--- config.mk ---
export PLATFORM = sky130hd
export DESIGN_NAME = crc32_instruction_unit
export DESIGN_NICKNAME = d
export VERILOG_FILES = /design/src/hdl/crc32iu_pkg.sv /design/src/hdl/crc32iu_fold.sv /design/src/hdl/crc32_instruction_unit.sv
export SDC_FILE = /design/constraint.sdc
export NUM_CORES = 2
export LEC_CHECK = 0
export BUFFER_PORTS_ARGS = -buffer_cell sky130_fd_sc_hd__buf_2
export CAP_MARGIN = 20
export CORE_MARGIN = 5
export CORE_UTILIZATION = 47
export DETAILED_ROUTE_END_ITERATION = 7
export PLACE_DENSITY = 0.65
export SYNTH_ARGS = -nofsm -noshare
export SYNTH_HDL_FRONTEND = slang
export SYNTH_SLANG_ARGS = --single-unit
--- constraint.sdc ---
create_clock -name clk_i -period 6.93 [get_ports clk_i]
set_clock_uncertainty 0.1 [all_clocks]
set_input_delay 0 -clock clk_i [delete_from_list [all_inputs] [get_ports clk_i]]
set_output_delay 0 -clock clk_i [all_outputs]
set_load 0.02 [all_outputs]
--- src/hdl/crc32iu_pkg.sv ---
// Shared constants, types and CRC helper functions for the CRC32/CRC32C instruction unit.
// No dependencies; every other file of the unit refers to this package by scoped names.

package crc32iu_pkg;

  localparam logic [31:0] PolyCrc32  = 32'hedb88320;
  localparam logic [31:0] PolyCrc32c = 32'h82f63b78;

  // Register index that reads as zero and discards writes.
  localparam logic [4:0] ZeroReg = 5'd31;

  // Operation variant codes.
  localparam logic [1:0] VarCrc32  = 2'd0;
  localparam logic [1:0] VarCrc32c = 2'd1;

  // Legal access sizes in bytes, and the only legal result size.
  localparam logic [3:0] Size1       = 4'd1;
  localparam logic [3:0] Size2       = 4'd2;
  localparam logic [3:0] Size4       = 4'd4;
  localparam logic [3:0] Size8       = 4'd8;
  localparam logic [3:0] ResultBytes = 4'd4;

  // Stream payload widths.
  localparam int unsigned InDataW   = 184;
  localparam int unsigned InUserW   = 3;
  localparam int unsigned OutDataW  = 104;
  localparam int unsigned OutUserW  = 1;

  // Accumulator and data operand side by side: accumulator in the low bits.
  localparam int unsigned OperandW = 96;

  // Selects one of the eight fold matrices.
  typedef struct packed {
    logic       castagnoli;
    logic [1:0] size_log2;
  } fold_sel_t;

  // Bitwise reflected CRC over the low nbytes bytes of data.
  function automatic logic [31:0] fold_bytes(logic [31:0] acc_in, logic [63:0] data,
                                             int unsigned nbytes, logic [31:0] poly);
    logic [31:0] acc;
    begin
      acc = acc_in;
      for (int b = 0; b < 8; b++) begin
        if (b < nbytes) begin
          acc = acc ^ {24'd0, data[8*b +: 8]};
          for (int k = 0; k < 8; k++) begin
            acc = (acc >> 1) ^ (acc[0] ? poly : 32'd0);
          end
        end
      end
      return acc;
    end
  endfunction

  // Row of the fold matrix for one result bit. The fold is linear in the
  // operand bits, so each result bit is the parity of a masked operand.
  function automatic logic [OperandW-1:0] crc_mask(logic [31:0] poly, int unsigned nbytes,
                                                   logic [4:0] obit);
    logic [OperandW-1:0] m;
    logic [31:0]         r;
    logic [31:0]         a;
    logic [63:0]         d;
    begin
      m = '0;
      for (int j = 0; j < OperandW; j++) begin
        a = (j < 32) ? (32'd1 << j) : 32'd0;
        d = (j >= 32) ? (64'd1 << (j - 32)) : 64'd0;
        r = fold_bytes(a, d, nbytes, poly);
        m[j] = r[obit];
      end
      return m;
    end
  endfunction

endpackage

--- src/hdl/crc32iu_fold.sv ---
// Combinational CRC fold: XOR trees for both polynomials and all four access sizes.
// Depends on crc32iu_pkg for the polynomials and the fold matrix rows.

module crc32iu_fold (
  input  crc32iu_pkg::fold_sel_t sel_i,
  input  logic [31:0]            acc_i,
  input  logic [63:0]            data_i,
  output logic [31:0]            crc_o
);

  logic [crc32iu_pkg::OperandW-1:0] operand;
  logic [31:0]                      parity [2][4];

  assign operand = {data_i, acc_i};

  for (genvar gv = 0; gv < 2; gv++) begin : g_poly
    for (genvar gs = 0; gs < 4; gs++) begin : g_size
      for (genvar gi = 0; gi < 32; gi++) begin : g_bit
        localparam logic [crc32iu_pkg::OperandW-1:0] Mask = crc32iu_pkg::crc_mask(
            (gv == 1) ? crc32iu_pkg::PolyCrc32c : crc32iu_pkg::PolyCrc32,
            1 << gs, 5'(gi));
        assign parity[gv][gs][gi] = ^(Mask & operand);
      end
    end
  end

  assign crc_o = parity[sel_i.castagnoli][sel_i.size_log2];

endmodule

--- src/hdl/crc32_instruction_unit.sv ---
// Top level of the CRC32/CRC32C instruction unit: input register, decode checks, result register.
// Depends on crc32iu_pkg and crc32iu_fold.
//
//  Channel  | Direction | tdata (low bit up)                          | tuser
//  s_axis   | in        | operand/result bytes, wide, indices, values, pc | class, variant
//  m_axis   | out       | crc_result, write_enable, write_index, next_pc | status
//
// Each instruction passes through the input register and then the result register.
// One instruction is accepted every cycle unless both registers are full and the output is stalled; the
// CRC fold is a flat XOR tree between the two registers.
// Reset empties both registers. A stalled output holds its result; the input register
// keeps accepting as long as the result register drains or is empty.

module crc32_instruction_unit (
  input  logic         clk_i,
  input  logic         rst_ni,
  input  logic         s_axis_tvalid_i,
  output logic         s_axis_tready_o,
  // [3:0] op_bytes, [7:4] res_bytes, [8] wide_form, [13:9] acc_reg_index,
  // [18:14] data_reg_index, [23:19] dest_reg_index, [55:24] acc_reg_value,
  // [119:56] data_reg_value, [183:120] pc_in
  input  logic [183:0] s_axis_tdata_i,
  // [0] is_two_source_class, [2:1] crc_variant
  input  logic [2:0]   s_axis_tuser_i,
  output logic         m_axis_tvalid_o,
  input  logic         m_axis_tready_i,
  // [31:0] crc_result, [32] write_enable, [37:33] write_index, [101:38] next_pc,
  // [103:102] zero
  output logic [103:0] m_axis_tdata_o,
  // [0] status
  output logic [0:0]   m_axis_tuser_o
);

  logic                                in_valid_q;
  logic [crc32iu_pkg::InDataW-1:0]     in_data_q;
  logic [crc32iu_pkg::InUserW-1:0]     in_user_q;
  logic                                out_valid_q;
  logic [crc32iu_pkg::OutDataW-1:0]    out_data_q;
  logic [crc32iu_pkg::OutDataW-1:0]    out_data_d;
  logic                                out_status_q;
  logic                                out_status_d;

  logic        out_free;
  logic        advance;
  logic        in_take;

  logic        two_source;
  logic [1:0]  variant;
  logic [3:0]  op_bytes;
  logic [3:0]  res_bytes;
  logic        wide_form;
  logic [4:0]  acc_idx;
  logic [4:0]  data_idx;
  logic [4:0]  dest_idx;
  logic [31:0] acc_val;
  logic [63:0] data_val;
  logic [63:0] pc;

  logic        size_ok;
  logic        fields_ok;
  logic [31:0] acc_op;
  logic [63:0] data_op;
  logic [31:0] crc;
  logic        wr_en;
  crc32iu_pkg::fold_sel_t fold_sel;

  assign out_free        = !out_valid_q || m_axis_tready_i;
  assign advance         = in_valid_q && out_free;
  assign s_axis_tready_o = !in_valid_q || out_free;
  assign in_take         = s_axis_tvalid_i && s_axis_tready_o;

  always_ff @(posedge clk_i or negedge rst_ni) begin
    if (!rst_ni) begin
      in_valid_q <= 1'b0;
    end else if (s_axis_tready_o) begin
      in_valid_q <= s_axis_tvalid_i;
    end
  end

  always_ff @(posedge clk_i) begin
    if (in_take) begin
      in_data_q <= s_axis_tdata_i;
      in_user_q <= s_axis_tuser_i;
    end
  end

  assign two_source  = in_user_q[0];
  assign variant     = in_user_q[2:1];
  assign op_bytes    = in_data_q[3:0];
  assign res_bytes   = in_data_q[7:4];
  assign wide_form   = in_data_q[8];
  assign acc_idx     = in_data_q[13:9];
  assign data_idx    = in_data_q[18:14];
  assign dest_idx    = in_data_q[23:19];
  assign acc_val     = in_data_q[55:24];
  assign data_val    = in_data_q[119:56];
  assign pc          = in_data_q[183:120];

  always_comb begin
    size_ok             = 1'b1;
    fold_sel.castagnoli = (variant == crc32iu_pkg::VarCrc32c);
    fold_sel.size_log2  = 2'd0;
    unique case (op_bytes)
      crc32iu_pkg::Size1: fold_sel.size_log2 = 2'd0;
      crc32iu_pkg::Size2: fold_sel.size_log2 = 2'd1;
      crc32iu_pkg::Size4: fold_sel.size_log2 = 2'd2;
      crc32iu_pkg::Size8: fold_sel.size_log2 = 2'd3;
      default:            size_ok            = 1'b0;
    endcase
  end

  assign fields_ok = two_source
                  && (variant == crc32iu_pkg::VarCrc32 || variant == crc32iu_pkg::VarCrc32c)
                  && size_ok
                  && (res_bytes == crc32iu_pkg::ResultBytes)
                  && (wide_form == (op_bytes == crc32iu_pkg::Size8));

  assign acc_op  = (acc_idx == crc32iu_pkg::ZeroReg) ? 32'd0 : acc_val;
  assign data_op = (data_idx == crc32iu_pkg::ZeroReg) ? 64'd0 : data_val;

  crc32iu_fold u_fold (
    .sel_i  (fold_sel),
    .acc_i  (acc_op),
    .data_i (data_op),
    .crc_o  (crc)
  );

  assign wr_en = fields_ok && (dest_idx != crc32iu_pkg::ZeroReg);

  // An invalid instruction reports nothing but its own pc and its invalid status.
  always_comb begin
    out_status_d = !fields_ok;
    if (fields_ok) begin
      out_data_d = {2'b00, pc + 64'd4, dest_idx, wr_en, crc};
    end else begin
      out_data_d = {2'b00, pc, 5'd0, 1'b0, 32'd0};
    end
  end

  always_ff @(posedge clk_i or negedge rst_ni) begin
    if (!rst_ni) begin
      out_valid_q <= 1'b0;
    end else if (out_free) begin
      out_valid_q <= in_valid_q;
    end
  end

  always_ff @(posedge clk_i) begin
    if (advance) begin
      out_data_q   <= out_data_d;
      out_status_q <= out_status_d;
    end
  end

  assign m_axis_tvalid_o = out_valid_q;
  assign m_axis_tdata_o  = out_data_q;
  assign m_axis_tuser_o  = out_status_q;

`ifndef ASSERT_OFF
  a_invalid_no_write: assert property (@(posedge clk_i) disable iff (!rst_ni)
    (m_axis_tvalid_o && m_axis_tuser_o[0]) |-> (m_axis_tdata_o[37:0] == 38'd0))
    else $error("invalid instruction carries a write or a result");

  a_write_not_zero_reg: assert property (@(posedge clk_i) disable iff (!rst_ni)
    (m_axis_tvalid_o && m_axis_tdata_o[32]) |->
      (m_axis_tdata_o[37:33] != crc32iu_pkg::ZeroReg && !m_axis_tuser_o[0]))
    else $error("write enabled toward the zero register or on an invalid instruction");

  a_advance_fills_output: assert property (@(posedge clk_i) disable iff (!rst_ni)
    advance |=> out_valid_q)
    else $error("instruction left the input register without reaching the output");

  a_blocked_input_holds: assert property (@(posedge clk_i) disable iff (!rst_ni)
    (in_valid_q && !out_free) |=> (in_valid_q && $stable(in_data_q) && $stable(in_user_q)))
    else $error("input register changed while the output was stalled");
`endif

endmodule

After elaboration in Yosys (flattened, before gate mapping)
Index checks and enable logic that the tools add are counted.
{"block": "op_classes", "n_addsub": 1, "n_lt_le_gt_ge": 2, "n_eq_ne": 10, "muxes": 11, "bitwise_logic": 2, "n_reduce_logical": 271}
{"cell": "$reduce_xor A96 Y1", "n": 256}
{"cell": "$mux W128", "n": 3}
{"cell": "$mux W102", "n": 1}
{"cell": "$mux W32", "n": 3}
{"cell": "$add A64 B3 Y64 const B", "n": 1}
{"cell": "$bmux W32 S2", "n": 1}
{"cell": "$mux W64", "n": 1}
{"cell": "$eq A5 B5 Y1 const B", "n": 2}
{"cell": "$eq A4 B3 Y1 const B", "n": 2}
{"cell": "$logic_and A1 B1 Y1", "n": 7}
{"cell": "$pmux W2 S3", "n": 1}
{"cell": "$ne A5 B5 Y1 const B", "n": 1}
{"cell": "$eq A4 B1 Y1 const B", "n": 1}
{"cell": "$eq A4 B2 Y1 const B", "n": 1}
{"cell": "$eq A4 B4 Y1 const B", "n": 1}
{"cell": "$reduce_or A4 Y1", "n": 1}
{"cell": "$ge A3 B3 Y1 const B", "n": 1}
{"cell": "$logic_not A1 Y1", "n": 3}
{"cell": "$logic_or A1 B1 Y1", "n": 3}
{"cell": "$not A2 Y3", "n": 1}
{"cell": "$eq A2 B1 Y1 const B", "n": 1}
{"cell": "$ge A2 B2 Y1 const B", "n": 1}
{"cell": "$logic_not A2 Y1", "n": 1}
{"cell": "$not A1 Y2", "n": 1}
{"cell": "2 further kinds", "n": 2}
{"block": "word_totals", "ff_bits": 294, "input_bits": 191, "out_inout_bits": 107, "wordCells": 304}

Logic depth before layout (Yosys ltp)
{"block": "logic_depth", "word_depth": 10, "ltp_mapped": 15, "ltp_nobuf": 10}

Modules after synthesis
A second synthesis with hierarchy kept.
{"block": "hier_totals", "hier_cells": 2542, "area_unflattened_um2": 29106.7}
{"module": "crc32iu_fold", "n_inst": 1, "cells_per_inst": 1846, "area_per_inst_um2": 17737.0, "seq_area_each_um2": 0.0}
{"module": "crc32_instruction_unit", "n_inst": 1, "cells_per_inst": 696, "area_per_inst_um2": 11369.7, "seq_area_each_um2": 8758.4}

Least setup slack after synthesis
No wires, ideal clock.
{"block": "synth_timing", "path_type": "reg2reg", "from": "register out_valid_q (netlist: m_axis_tvalid_o)", "to": "register in_data_q[0] (netlist bit) (enable)", "setup_ns": 0.569, "arrival_time_ns": 5.045, "t_required_ns": 6.261, "slack_ns": 1.216, "stages_incl_launch_ff": 3, "path_buffers": 0, "period_less_slack_ns": 5.714, "cell_sequence": "dfrtp_1 -> nand3b_1 -> and2_1"}
{"block": "synth_between", "elab_chain_len": 4}
{"element": "start, declared", "line_no": "crc32_instruction_unit.sv:37", "rtl": "logic out_valid_q;"}
{"element": "start signal, assigned", "line_no": "crc32_instruction_unit.sv:144", "rtl": "out_valid_q <= in_valid_q;"}
{"element": "$logic_not A1 Y1", "line_no": "crc32_instruction_unit.sv:67", "rtl": "assign out_free = !out_valid_q || m_axis_tready_i;"}
{"element": "$logic_or A1 B1 Y1", "line_no": "crc32_instruction_unit.sv:67"}
{"element": "$logic_or A1 B1 Y1", "line_no": "crc32_instruction_unit.sv:69", "rtl": "assign s_axis_tready_o = !in_valid_q || out_free;"}
{"element": "named net s_axis_tready_o", "line_no": "crc32_instruction_unit.sv:18", "rtl": "output logic s_axis_tready_o,"}
{"element": "$logic_and A1 B1 Y1", "line_no": "crc32_instruction_unit.sv:70", "rtl": "assign in_take = s_axis_tvalid_i && s_axis_tready_o;"}
{"element": "named net in_take", "line_no": "crc32_instruction_unit.sv:45", "rtl": "logic in_take;"}
{"element": "end signal, assigned", "line_no": "crc32_instruction_unit.sv:82", "rtl": "in_data_q <= s_axis_tdata_i;"}
{"element": "end, declared", "line_no": "crc32_instruction_unit.sv:35", "rtl": "logic [crc32iu_pkg::InDataW-1:0] in_data_q;"}
The timed path passes the listed nets, and every way through them passes these cells.
A chain may end at the register's enable or synchronous reset.

Worst setup path after layout
{"block": "layout_timing", "from": "register in_data_q[10] (netlist bit)", "to": "register out_data_q (netlist bit m_axis_tdata_o[29]) (data pin)"}
{"block": "layout_between", "elab_chain_len": 9, "word_cells_on_any_way": 16, "cone_classes": "eq/ne: 1; mux: 7; reduce/logical: 8"}
{"element": "$eq A5 B5 Y1 *", "line_no": "crc32_instruction_unit.sv:118", "rtl": "assign acc_op = (acc_idx == crc32iu_pkg::ZeroReg) ? 32'd0 : acc_val;"}
{"element": "$mux W32 *", "line_no": "crc32_instruction_unit.sv:118"}
{"element": "$reduce_xor A96 Y1", "line_no": "crc32iu_fold.sv:22", "rtl": "assign parity[gv][gs][gi] = ^(Mask & operand);"}
{"element": "$mux W128 (implied by the code) * (3 in series)", "line_no": "crc32iu_fold.sv:27", "rtl": "assign crc_o = parity[sel_i.castagnoli][sel_i.size_log2];"}
{"element": "$bmux W32 S2 *", "line_no": "crc32iu_fold.sv:27"}
{"element": "$mux W32 (implied by the code) * (2 in series)", "line_no": "crc32iu_fold.sv:27"}
{"element": "end signal, assigned", "line_no": "crc32_instruction_unit.sv:150", "rtl": "out_data_q <= out_data_d;"}
{"element": "end, declared", "line_no": "crc32_instruction_unit.sv:38", "rtl": "logic [crc32iu_pkg::OutDataW-1:0] out_data_q;"}
Every way passes the cells marked *; elsewhere a longest branch is shown, timed or not. The select of a mux whose other input is x is not followed.

==> metrics.txt <==
max-cap violations=0; I/O pin cnt=~300; switching share of power=50.6%; FFs w/ async S/R, synth=0.685%; clock tree from TritonCTS=done; startpoint of the worst hold path=s_axis_tdata_i[110]; maximum VDD drop=0.374 mV; wire length after detailed routing=roughly 180000 um; arrival time of data at the critical path endpoint=5.28 ns; worst reg2reg endpoint=m_axis_tdata_o[29]$_SDFFCE_PN0P_; final number of hold-violating endpoints=0; sequential share of the synthesized area=between 20% and 30%; Min Clock Period, post-route=roughly 5 ns; transition time at the pin with the least slew margin=1.28 ns; global-route usage over all layers=43.2%; number of cells on the worst reg-to-reg path=11; top-count cell post-synth=xnor2_1; Synth top cells by count=xnor2_1, xor2_1, edfxtp_1; clock transition at the registers of the reported paths=0.07 ns; setup-violating endpoint count in the final report=0; Clk Tree Root Cell=clkbuf_16; total grt overflow=0; proportion of power drawn by the clock network=between 10% and 20%; kind of path behind the tightest hold check=input port to flop; Worst Setup SP=in_data_q[10]$_DFFE_PP_; worst setup path class=flop to flop; combinational power share=75.6%; r2r setup slk=1.94 ns; worst hold stages=2; final worst-path cycle share=72.0%; standard-cell rows=100; number of enable-type register cells in the synthesized netlist=just under 300; number of buffers added for setup after CTS=0; number of nets at the end of the flow=4052; Clock Latency Late Sink=0.60 ns; synth warn=0; height of the chip=roughly 280 um; First-pass DRT Iterations=6; CTS-repair resized insts=0; total vias in the final route=a little under 30000; via count of the first global-routing pass=approximately 29000; effective utilization at floorplan=47.5%; number of synthesized register bits=292; Max H-tree Level=2; Critical Path End Type=flop; core area=roughly 75000 sq um; Buffers on Ports=a little under 300; Area growth syn-to-layout=17.1%; Worst Setup Start Kind=flop; DPL Wire Length=between 100000 and 150000 um; maximum buffer depth of the clock tree=3; result of the run=complete, no violations; Slew Limit Fails=0; FF-to-FF Start=in_data_q[10]$_DFFE_PP_; area share of the leading cell type in the synthesized netlist=a little under a third; timing-limited maximum frequency=0.200 GHz; mapped cell area=35400 sq um; cts bufs inserted=36; terminating pin of the worst hold path=in_data_q[110]$_DFFE_PP_; net switching power of the design=8.72 mW; Final ANT Viol Nets=0; clock sink count=roughly 300; max-slew headroom at the worst pin=14.5%; largest net degree at the start of global routing=around 110; number of remaining DRC errors=0; relative contribution of sequential cells to total power=13.1%; share of cells above drive strength 1=16.2%; setup total negative slack=0 ns; Power per Cell Area=415 nW/um^2; power consumption=17.2 mW; first-pass GRT wire length=about 240000 um; maximum net fanout on the critical path=16; RSZ-0062 raised after global routing=false; final weighted congestion in routability-driven placement=~1.1; cts hold-fix bufs=213; largest cells by area after synthesis=xnor2_1, edfxtp_1, xnor3_1; largest area contributor in the synthesized netlist=xnor2_1; detailed router's first-iteration violation count=4578; Post-Syn Area per Cell=10.4 sq um; Cell variety after synth=76; synthesized instance count=between 3000 and 4000; main flop type after synthesis=edfxtp_1; initial antenna violation count=2; design internal power=8.50 mW; WP data required=~7.2 ns; Via-to-Cell Ratio=just over 6; horizontal die dimension=285 um; leakage power summed over all cells=16.5 nW; per-cell routed wire length=roughly 37 um; Die Area=81000 sq um
how the worst max path moves through the flow:
stage,end,slack [ns],cells past startpoint
3_5_place_dp,m_axis_tdata_o[29]$_SDFFCE_PN0P_,2.16,11
3_3_place_gp,m_axis_tdata_o[29]$_SDFFCE_PN0P_,2.08,11
4_1_cts,m_axis_tdata_o[29]$_SDFFCE_PN0P_,2.17,11
5_1_grt,m_axis_tdata_o[29]$_SDFFCE_PN0P_,1.96,11
6_report,m_axis_tdata_o[29]$_SDFFCE_PN0P_,1.94,11
2_1_floorplan,in_data_q[0]$_DFFE_PP_,1.22,2
state kept, by name, summed over array words and instances, names as in the netlist:
name	flops
in_data_q	184
m_axis_tuser_o	1
m_axis_tdata_o	102
in_user_q	3
m_axis_tvalid_o	1
in_valid_q	1
stage by stage:
stage	hold WS, ns	setup WS [ns]	utilization, %	area [sq um]	cells
finish	0.0109	1.94	55.6	41500	4860
floorplan	-0.396	1.22	-	35400	3418
global route	0.00954	1.96	55.6	41500	4857
detailed placement	-0.309	2.16	51.2	38200	4577
CTS	0.000254	2.17	55.6	41500	4856
global placement	-0.313	2.08	51.1	38100	4572
logic make-up (layout without fill, tap and decap cells):
logic type	after synthesis	count (layout)	share of synthesized area [%]
xor gates and xnor gates	1882	1882	56.9
and+or+nand+nor	526	526	6.42
AOI/OAI and AO/OA	418	418	6.92
DFF	292	292	24.7
buffers and inverters	263	733	3.77
muxes	34	34	1.21
adders and majority gates	1	1	0.0353
other	1	5	0.0106
layer usage:
layer,track usage [%],share of wire (%),vias to the layer above
met4,23.5,7.1,2
met1,56.5,38,14528
met5,0,0.0039,-
met2,62.6,41,2214
met3,15.5,14,500
li1,-,-,12190
placed cells by master, fill, tap and decap left out, types with 27 or more instances in the layout:
cell type	instances
dlygate4sd3_1	213
buf_2	295
xnor2_1	1240
clkbuf_16	36
nand3_1	30
mux2i_1	27
xnor3_1	201
xor2_1	336
a21oi_1	232
edfxtp_1	290
nand2_1	203
o21ai_0	59
buf_4	143
xnor2_2	65
nor2_1	204
power by group through the flow:
stage                     clock network, mW  logic [mW]  registers [mW]
after CTS                              1.97        12.4            2.25
after floorplan                           0        8.12            2.23
after global placement                    0        12.4            2.28
after global routing                   2.04        13.0            2.26
after detailed placement                  0        12.3            2.29
final                                  1.94        13.0            2.26
area by class of cell:
class	instances	area (sq um)
sequential	292	8760
inverter	10	37.5
clock buffer	42	923
multi-input combinational	2863	25500
clock inverter	24	240
fill	6555	33100
timing repair buffer	657	4780
tap	969	1210
antenna	3	7.51
worst max-delay path, stage by stage, from the launching register on:
cell	delay [ns]
edfxtp_1	0.37
nand4_2	0.59
nor2_4	0.77
buf_4	0.37
buf_4	0.30
nor2_1	0.11
xnor2_1	0.87
xor2_1	0.35
xor3_1	0.38
nand2_1	0.07
o211ai_1	0.12
a31oi_1	0.36
Note: power is estimated with default switching activity, not from simulation.
